**config.mk**
```make
export PLATFORM = sky130hd
export DESIGN_NAME = four_button_toggle_debouncer
export DESIGN_NICKNAME = d
export VERILOG_FILES = /design/src/tbd_pkg.sv /design/src/four_button_toggle_debouncer.sv /design/src/tbd_apb_regs.sv /design/src/tbd_button.sv
export SDC_FILE = /design/constraint.sdc
export NUM_CORES = 1
export LEC_CHECK = 0
export BUFFER_PORTS_ARGS = -buffer_cell sky130_fd_sc_hd__buf_4
export CORE_MARGIN = 10
export CORE_UTILIZATION = 60
export DETAILED_ROUTE_END_ITERATION = 10
export GPL_TIMING_DRIVEN = 0
export PLACE_DENSITY = 0.85
export SKIP_CTS_REPAIR_TIMING = 1
export SLEW_MARGIN = 20
export SYNTH_ARGS = -nofsm -noshare
export SYNTH_HDL_FRONTEND = slang
export SYNTH_SLANG_ARGS = --single-unit
```
**constraint.sdc**
```tcl
create_clock -name i_clk -period 3.92 [get_ports i_clk]
set_input_delay 0.196 -clock i_clk [delete_from_list [all_inputs] [get_ports i_clk]]
set_output_delay 0.196 -clock i_clk [all_outputs]
set_load 0.02 [all_outputs]
```
**src/tbd_pkg.sv**
```systemverilog
// Shared types and constants for the four-button toggle debouncer.
// No dependencies; imported by every module of the block.
package tbd_pkg;

    localparam int TICK_W          = 8;
    localparam int NUM_BUTTONS_DEF = 4;
    localparam int APB_DATA_W      = 32;
    localparam int APB_ADDR_W      = 3;

    localparam logic [TICK_W-1:0] PRESS_RESET   = 8'd10;
    localparam logic [TICK_W-1:0] RELEASE_RESET = 8'd200;

    typedef enum logic [0:0] {
        REG_PRESS_TICKS   = 1'b0,
        REG_RELEASE_TICKS = 1'b1
    } t_reg_idx;

    typedef struct packed {
        logic [TICK_W-1:0] press_ticks;
        logic [TICK_W-1:0] release_ticks;
    } t_cfg;

    typedef struct packed {
        logic level;
        logic relay;
        logic toggle;
        logic busy;
    } t_btn_status;

endpackage

```
**src/four_button_toggle_debouncer.sv**
```systemverilog
// Top level of the toggle debouncer: input beat register, button lanes, result register.
// Depends on tbd_pkg, tbd_apb_regs and tbd_button.
//
// Each input beat is one timer tick with the active-low pin levels. The block takes one
// beat per clock while o_in_stall is low and returns one result beat per tick: a beat is
// captured in the input register, then the per-button compare/decrement/reload logic
// writes the result register. The input side stays open while a result waits as long as
// the input register is free. Settle times are written over APB and apply at each
// counter's next reload; no clearing pass follows reset.
module four_button_toggle_debouncer #(
    parameter int NUM_BUTTONS = tbd_pkg::NUM_BUTTONS_DEF
) (
    input  logic                           i_clk,
    input  logic                           i_rst_n,
    input  logic                           i_in_valid,
    output logic                           o_in_stall,
    input  logic [NUM_BUTTONS-1:0]         i_raw_pins,
    output logic                           o_out_valid,
    input  logic                           i_out_stall,
    output logic [NUM_BUTTONS-1:0]         o_relay_states,
    output logic [NUM_BUTTONS-1:0]         o_toggled_mask,
    output logic [NUM_BUTTONS-1:0]         o_debounced_levels,
    output logic                           o_timer_idle,
    input  logic                           psel,
    input  logic                           penable,
    input  logic                           pwrite,
    input  logic [tbd_pkg::APB_ADDR_W-1:0] paddr,
    input  logic [tbd_pkg::APB_DATA_W-1:0] pwdata,
    output logic [tbd_pkg::APB_DATA_W-1:0] prdata,
    output logic                           pready
);
    import tbd_pkg::*;

    t_cfg                   w_cfg;
    t_btn_status            w_status [NUM_BUTTONS];
    logic                   r_in_valid;
    logic [NUM_BUTTONS-1:0] r_pins;
    logic                   r_out_valid;
    logic [NUM_BUTTONS-1:0] r_relay;
    logic [NUM_BUTTONS-1:0] r_toggle;
    logic [NUM_BUTTONS-1:0] r_level;
    logic                   r_all_rel;
    logic [NUM_BUTTONS-1:0] n_relay;
    logic [NUM_BUTTONS-1:0] n_toggle;
    logic [NUM_BUTTONS-1:0] n_level;
    logic [NUM_BUTTONS-1:0] w_busy;
    logic                   w_advance;
    logic                   w_fire;

    tbd_apb_regs u_regs (
        .i_clk   (i_clk),
        .i_rst_n (i_rst_n),
        .psel    (psel),
        .penable (penable),
        .pwrite  (pwrite),
        .paddr   (paddr),
        .pwdata  (pwdata),
        .prdata  (prdata),
        .pready  (pready),
        .o_cfg   (w_cfg)
    );

    assign w_advance  = !r_out_valid || !i_out_stall;
    assign w_fire     = r_in_valid && w_advance;
    assign o_in_stall = r_in_valid && !w_advance;

    always_ff @(posedge i_clk) begin
        if (!i_rst_n) begin
            r_in_valid <= 1'b0;
        end else if (!o_in_stall) begin
            r_in_valid <= i_in_valid;
        end
    end

    always_ff @(posedge i_clk) begin
        if (!o_in_stall && i_in_valid) begin
            r_pins <= i_raw_pins;
        end
    end

    for (genvar b = 0; b < NUM_BUTTONS; b++) begin : g_btn
        tbd_button u_btn (
            .i_clk     (i_clk),
            .i_rst_n   (i_rst_n),
            .i_en      (w_fire),
            .i_pressed (~r_pins[b]),
            .i_cfg     (w_cfg),
            .o_status  (w_status[b])
        );
    end

    always_comb begin
        for (int b = 0; b < NUM_BUTTONS; b++) begin
            n_relay[b]  = w_status[b].relay;
            n_toggle[b] = w_status[b].toggle;
            n_level[b]  = w_status[b].level;
            w_busy[b]   = w_status[b].busy;
        end
    end

    always_ff @(posedge i_clk) begin
        if (!i_rst_n) begin
            r_out_valid <= 1'b0;
        end else if (w_advance) begin
            r_out_valid <= r_in_valid;
        end
    end

    always_ff @(posedge i_clk) begin
        if (w_fire) begin
            r_relay   <= n_relay;
            r_toggle  <= n_toggle;
            r_level   <= n_level;
            r_all_rel <= ~|w_busy;
        end
    end

    assign o_out_valid        = r_out_valid;
    assign o_relay_states     = r_relay;
    assign o_toggled_mask     = r_toggle;
    assign o_debounced_levels = r_level;
    assign o_timer_idle       = r_all_rel;

    a_toggle_is_press: assert property (@(posedge i_clk) disable iff (!i_rst_n)
        o_out_valid |-> ((o_toggled_mask & ~o_debounced_levels) == '0))
        else $error("toggle reported on a button not debounced pressed");

    a_held_press_busy: assert property (@(posedge i_clk) disable iff (!i_rst_n)
        o_out_valid && ((o_debounced_levels & ~o_toggled_mask) != '0) |-> !o_timer_idle)
        else $error("timer_idle set while a button is held pressed");

    a_fire_gives_result: assert property (@(posedge i_clk) disable iff (!i_rst_n)
        r_in_valid && !o_in_stall |=> o_out_valid)
        else $error("processed beat produced no result");

    a_stall_needs_full: assert property (@(posedge i_clk) disable iff (!i_rst_n)
        o_in_stall |-> r_out_valid && r_in_valid)
        else $error("input stalled with a free pipeline");

endmodule

```
**src/tbd_apb_regs.sv**
```systemverilog
// APB register file holding the press and release settle times.
// Depends on tbd_pkg.
module tbd_apb_regs (
    input  logic                           i_clk,
    input  logic                           i_rst_n,
    input  logic                           psel,
    input  logic                           penable,
    input  logic                           pwrite,
    input  logic [tbd_pkg::APB_ADDR_W-1:0] paddr,
    input  logic [tbd_pkg::APB_DATA_W-1:0] pwdata,
    output logic [tbd_pkg::APB_DATA_W-1:0] prdata,
    output logic                           pready,
    output tbd_pkg::t_cfg                  o_cfg
);
    import tbd_pkg::*;

    logic [TICK_W-1:0] r_press_ticks;
    logic [TICK_W-1:0] r_release_ticks;
    logic [TICK_W-1:0] w_rd_val;
    logic              w_wr;
    t_reg_idx          w_idx;

    assign w_idx  = t_reg_idx'(paddr[2]);
    assign w_wr   = psel && penable && pwrite;
    assign pready = 1'b1;

    always_ff @(posedge i_clk) begin
        if (!i_rst_n) begin
            r_press_ticks   <= PRESS_RESET;
            r_release_ticks <= RELEASE_RESET;
        end else if (w_wr) begin
            unique case (w_idx)
                REG_PRESS_TICKS:   r_press_ticks   <= pwdata[TICK_W-1:0];
                REG_RELEASE_TICKS: r_release_ticks <= pwdata[TICK_W-1:0];
                default: ;
            endcase
        end
    end

    always_comb begin
        unique case (w_idx)
            REG_PRESS_TICKS:   w_rd_val = r_press_ticks;
            REG_RELEASE_TICKS: w_rd_val = r_release_ticks;
            default:           w_rd_val = '0;
        endcase
    end

    assign prdata = {{(APB_DATA_W-TICK_W){1'b0}}, w_rd_val};

    assign o_cfg.press_ticks   = r_press_ticks;
    assign o_cfg.release_ticks = r_release_ticks;

endmodule

```
**src/tbd_button.sv**
```systemverilog
// One button: settle counter, debounced level and relay bit.
// Depends on tbd_pkg; status reflects the state after the current beat.
module tbd_button (
    input  logic                 i_clk,
    input  logic                 i_rst_n,
    input  logic                 i_en,
    input  logic                 i_pressed,
    input  tbd_pkg::t_cfg        i_cfg,
    output tbd_pkg::t_btn_status o_status
);
    import tbd_pkg::*;

    logic [TICK_W-1:0] r_cnt;
    logic [TICK_W-1:0] n_cnt;
    logic              r_level;
    logic              n_level;
    logic              r_relay;
    logic              n_relay;
    logic [TICK_W-1:0] w_dec;
    logic              w_toggle;
    logic              w_busy;

    assign w_dec = r_cnt - 1'b1;

    always_comb begin
        n_cnt    = r_cnt;
        n_level  = r_level;
        n_relay  = r_relay;
        w_toggle = 1'b0;
        w_busy   = 1'b0;
        if (i_pressed == r_level) begin
            n_cnt  = r_level ? i_cfg.release_ticks : i_cfg.press_ticks;
            w_busy = r_level;
        end else if (w_dec == '0) begin
            n_level = i_pressed;
            if (i_pressed) begin
                n_relay  = ~r_relay;
                w_toggle = 1'b1;
                n_cnt    = i_cfg.release_ticks;
            end else begin
                n_cnt  = i_cfg.press_ticks;
                w_busy = 1'b1;
            end
        end else begin
            n_cnt  = w_dec;
            w_busy = 1'b1;
        end
    end

    always_ff @(posedge i_clk) begin
        if (!i_rst_n) begin
            r_cnt   <= PRESS_RESET;
            r_level <= 1'b0;
            r_relay <= 1'b0;
        end else if (i_en) begin
            r_cnt   <= n_cnt;
            r_level <= n_level;
            r_relay <= n_relay;
        end
    end

    assign o_status.level  = n_level;
    assign o_status.relay  = n_relay;
    assign o_status.toggle = w_toggle;
    assign o_status.busy   = w_busy;

endmodule
```
==> reports/results.tsv <==
stage	metric	value	unit
logic_synthesis	Synth cell types	53	
logic_synthesis	most common cell in the netlist	dfxtp_1	
power_and_ir_drop	Lkg Pwr	0.00227	uW
route	initial drt markers	481	
final_layout	layout cells sized above 1	0.180	
placement	Placed Area	5230	sq um
logic_synthesis	Post-synth EDFFs	17	
final_layout	Net count, final	700	
global_route	first-pass GRT wire length	21.2	mm
global_route	met3 Use GR	0.0803	
logic_synthesis	Synth area leaders	dfxtp_1 (25%), edfxtp_1 (11%), a21oi_1 (6.0%), o21ai_0 (5.9%), mux2_2 (5.5%)	
global_route	largest net degree at the start of global routing	23	
sta	Slew Viols, Final	0	
critical_path	Data required, critical path	4.21	ns
sta	Final Hold Fails	0	
sta	RSZ-0062 raised after global routing	no	
power_and_ir_drop	NetSw	539	uW
die	Die H	109	um
worst_hold_path	HP Class	primary input to flip-flop	
global_route	grt ovf	0	
worst_hold_path	Cells on Worst Hold Path	1	
power_and_ir_drop	VDD IR max	0.000227	V
placement	hpwl dp	9.58	mm
global_route	busiest grt layer	met2	
route	# DRC	0	
sta	Final setup viols	0	
critical_path	Register-to-Register Path Depth	7	
route	final WL	13.6	mm
sta	worst rel slew slack	0.350	
route	Detailed Routing Iterations Pass 1	6	
power_and_ir_drop	clock group share of total power	0.310	
die	Placeable Area	7690	sq um
sta	Fin Setup TNS	0	ns
global_route	global-route usage over all layers	0.224	
sta	FMAX	313	MHz
die	die area	11800	sq um
power_and_ir_drop	internal power	1170	uW
final_layout	P&R area growth vs syn	15.3	%
critical_path	critical path class	flip-flop to flip-flop	
logic_synthesis	Seq/Total Area, Yosys	0.356	
logic_synthesis	list of most frequent post-synthesis cells	dfxtp_1 (58), a21oi_1 (56), o21ai_0 (55), nand2_1 (51), nor2_1 (39)	
final_layout	Non-Filler Instances	753	
logic_synthesis	Cell Area, Synth	4700	sq um
power_and_ir_drop	power density cells	316	nW/um^2
sta	min cycle time layout	3.19	ns
logic_synthesis	Synth Register Bits	75	
sta	Clock Skew	0.0105	ns
sta	period utilization	0.814	
status	status	finished clean	
power_and_ir_drop	combinational power share	0.186	
clocking	CTS sink count	75	
clocking	worst skew pair latency	0.36	ns
route	via count	4665	
global_route	met1 Use GR	0.284	
placement	count of input and output buffers	42	
clocking	Longest Clk Path Bufs	2	
critical_path	Worst EP arrival	3.48	ns
clocking	Reg clk slew, reported paths	0.08	ns
clocking	H-tree depth	3	
clocking	TritonCTS clock tree	done	
clocking	TritonCTS Buffers	9	
critical_path	crit end category	flip-flop	
die	row cnt	32	
global_route	initial antenna violation count	0	
logic_synthesis	Synth area leader	dfxtp_1	
route	Wirelength per Cell	18.0	um
logic_synthesis	Mapped Avg Cell Area	8.28	sq um
placement	Placement Setup Slack	0.857	ns
power_and_ir_drop	part of the power in registers	0.504	
placement	placed cells	735	
route	Via density	6.20	
global_route	vias in the first global route	4326	
final_layout	post-route cell area	5420	sq um
die	die width	109	um
flow_run	max cap viols	0	
power_and_ir_drop	Net Sw Frac	0.315	
sta	WHS	0.0150	ns
die	Initial Utilization	0.612	
critical_path	Reg2Reg Setup Slack	0.73	ns
placement	routability cong.	0.938	
sta	Worst-Margin Slew	0.975	ns
logic_synthesis	fraction of registers with async set/reset	0	
critical_path	crit-path max FO	10	
die	num ports	94	
logic_synthesis	number of synthesis warnings	0	
logic_synthesis	Top FF cell, synth	dfxtp_1	
route	post-route ant nets	0	
final_layout	Ant. Diodes	0	
global_route	routing usage on met2	0.342	
clocking	clk root buf	clkbuf_8	
critical_path	kind of start point of the critical path	flip-flop	
sta	Final WS setup	0.728	ns
logic_synthesis	Yosys top cell area share	0.247	
logic_synthesis	Cells after Synth	568	
-- path summary, 6_finish.rpt --
| check | startpoint | end |
|---|---|---|
| worst min register to register | r_in_valid | o_out_valid |
| worst max-delay path | g_btn[3].u_btn.r_cnt[0] | g_btn[3].u_btn.r_cnt[4] |
| worst max register to register | g_btn[3].u_btn.r_cnt[0] | g_btn[3].u_btn.r_cnt[4] |
| worst min-delay path | i_raw_pins[3] | r_pins[3] |
-- power groups by stage --
stage / Clock (uW) / Sequential, uW / Combinational (uW)
6_report: 532 / 863 / 319
3_3_place_gp: 0 / 877 / 299
2_1_floorplan: 0 / 875 / 216
3_5_place_dp: 0 / 878 / 306
4_1_cts: 533 / 860 / 308
5_1_grt: 571 / 867 / 346
-- layout make-up --
type	instances	area [sq um]
fillers	605	2270
multi-input cells	436	2710
inverters	20	75.1
plain buffers	60	329
repair buffers	44	335
well taps	102	128
clock inverters	7	45.0
clock buffers	9	124
flip-flops and latches	75	1670
-- worst max-delay path: stages (launching register included) --
cell and delay, ns:
dfxtp_1 0.46, ha_1 0.18, or3b_2 0.43, or4_1 0.47, a2111oi_2 0.78, clkbuf_1 0.40, o21ai_0 0.22, a21oi_1 0.18
-- logic make-up (layout without fill, tap and decap cells) --
kind of cell    count (synthesis)  in the layout  share of synthesized area
compound gates                166            166                      0.213
xor+xnor                       28             28                     0.0522
fa+ha+maj                       8              8                     0.0213
buf+inv                        80            140                     0.0857
flops                          75             75                      0.356
mux                            40             40                     0.0913
other cells                     2             25                    0.00160
simple gates                  169            169                      0.180
-- sequential cells by signal, summed over array words and instances (netlist names) --
signal	flops
g_btn.u_btn.r_cnt	32
g_btn.u_btn.r_level	4
g_btn.u_btn.r_relay	4
o_debounced_levels	4
o_out_valid	1
o_relay_states	4
o_timer_idle	1
o_toggled_mask	4
r_in_valid	1
r_pins	4
u_regs.r_press_ticks	8
u_regs.r_release_ticks	8
-- routing by layer --
layer,vias up,part of all wire
met5,-,0
met2,326,0.44
li1,2169,-
met1,2130,0.41
met4,0,0.029
met3,40,0.12
-- layout by cell type, fill, tap and decap left out, types with 15 or more instances in the layout --
cell       n
a21oi_1   56
buf_4     67
clkbuf_1  29
conb_1    25
dfxtp_1   58
edfxtp_1  17
inv_1     20
mux2_2    23
mux2i_1   17
nand2_1   51
nand3_1   18
nor2_1    39
o21ai_0   55
xor2_1    15
-- through the flow --
step	util	total power [uW]
finish	0.705	1710
global route	0.705	1780
CTS	0.703	1700
detailed placement	0.681	1180
global placement	0.681	1180
floorplan	-	1090
Power figures use the tool's default switching activity.
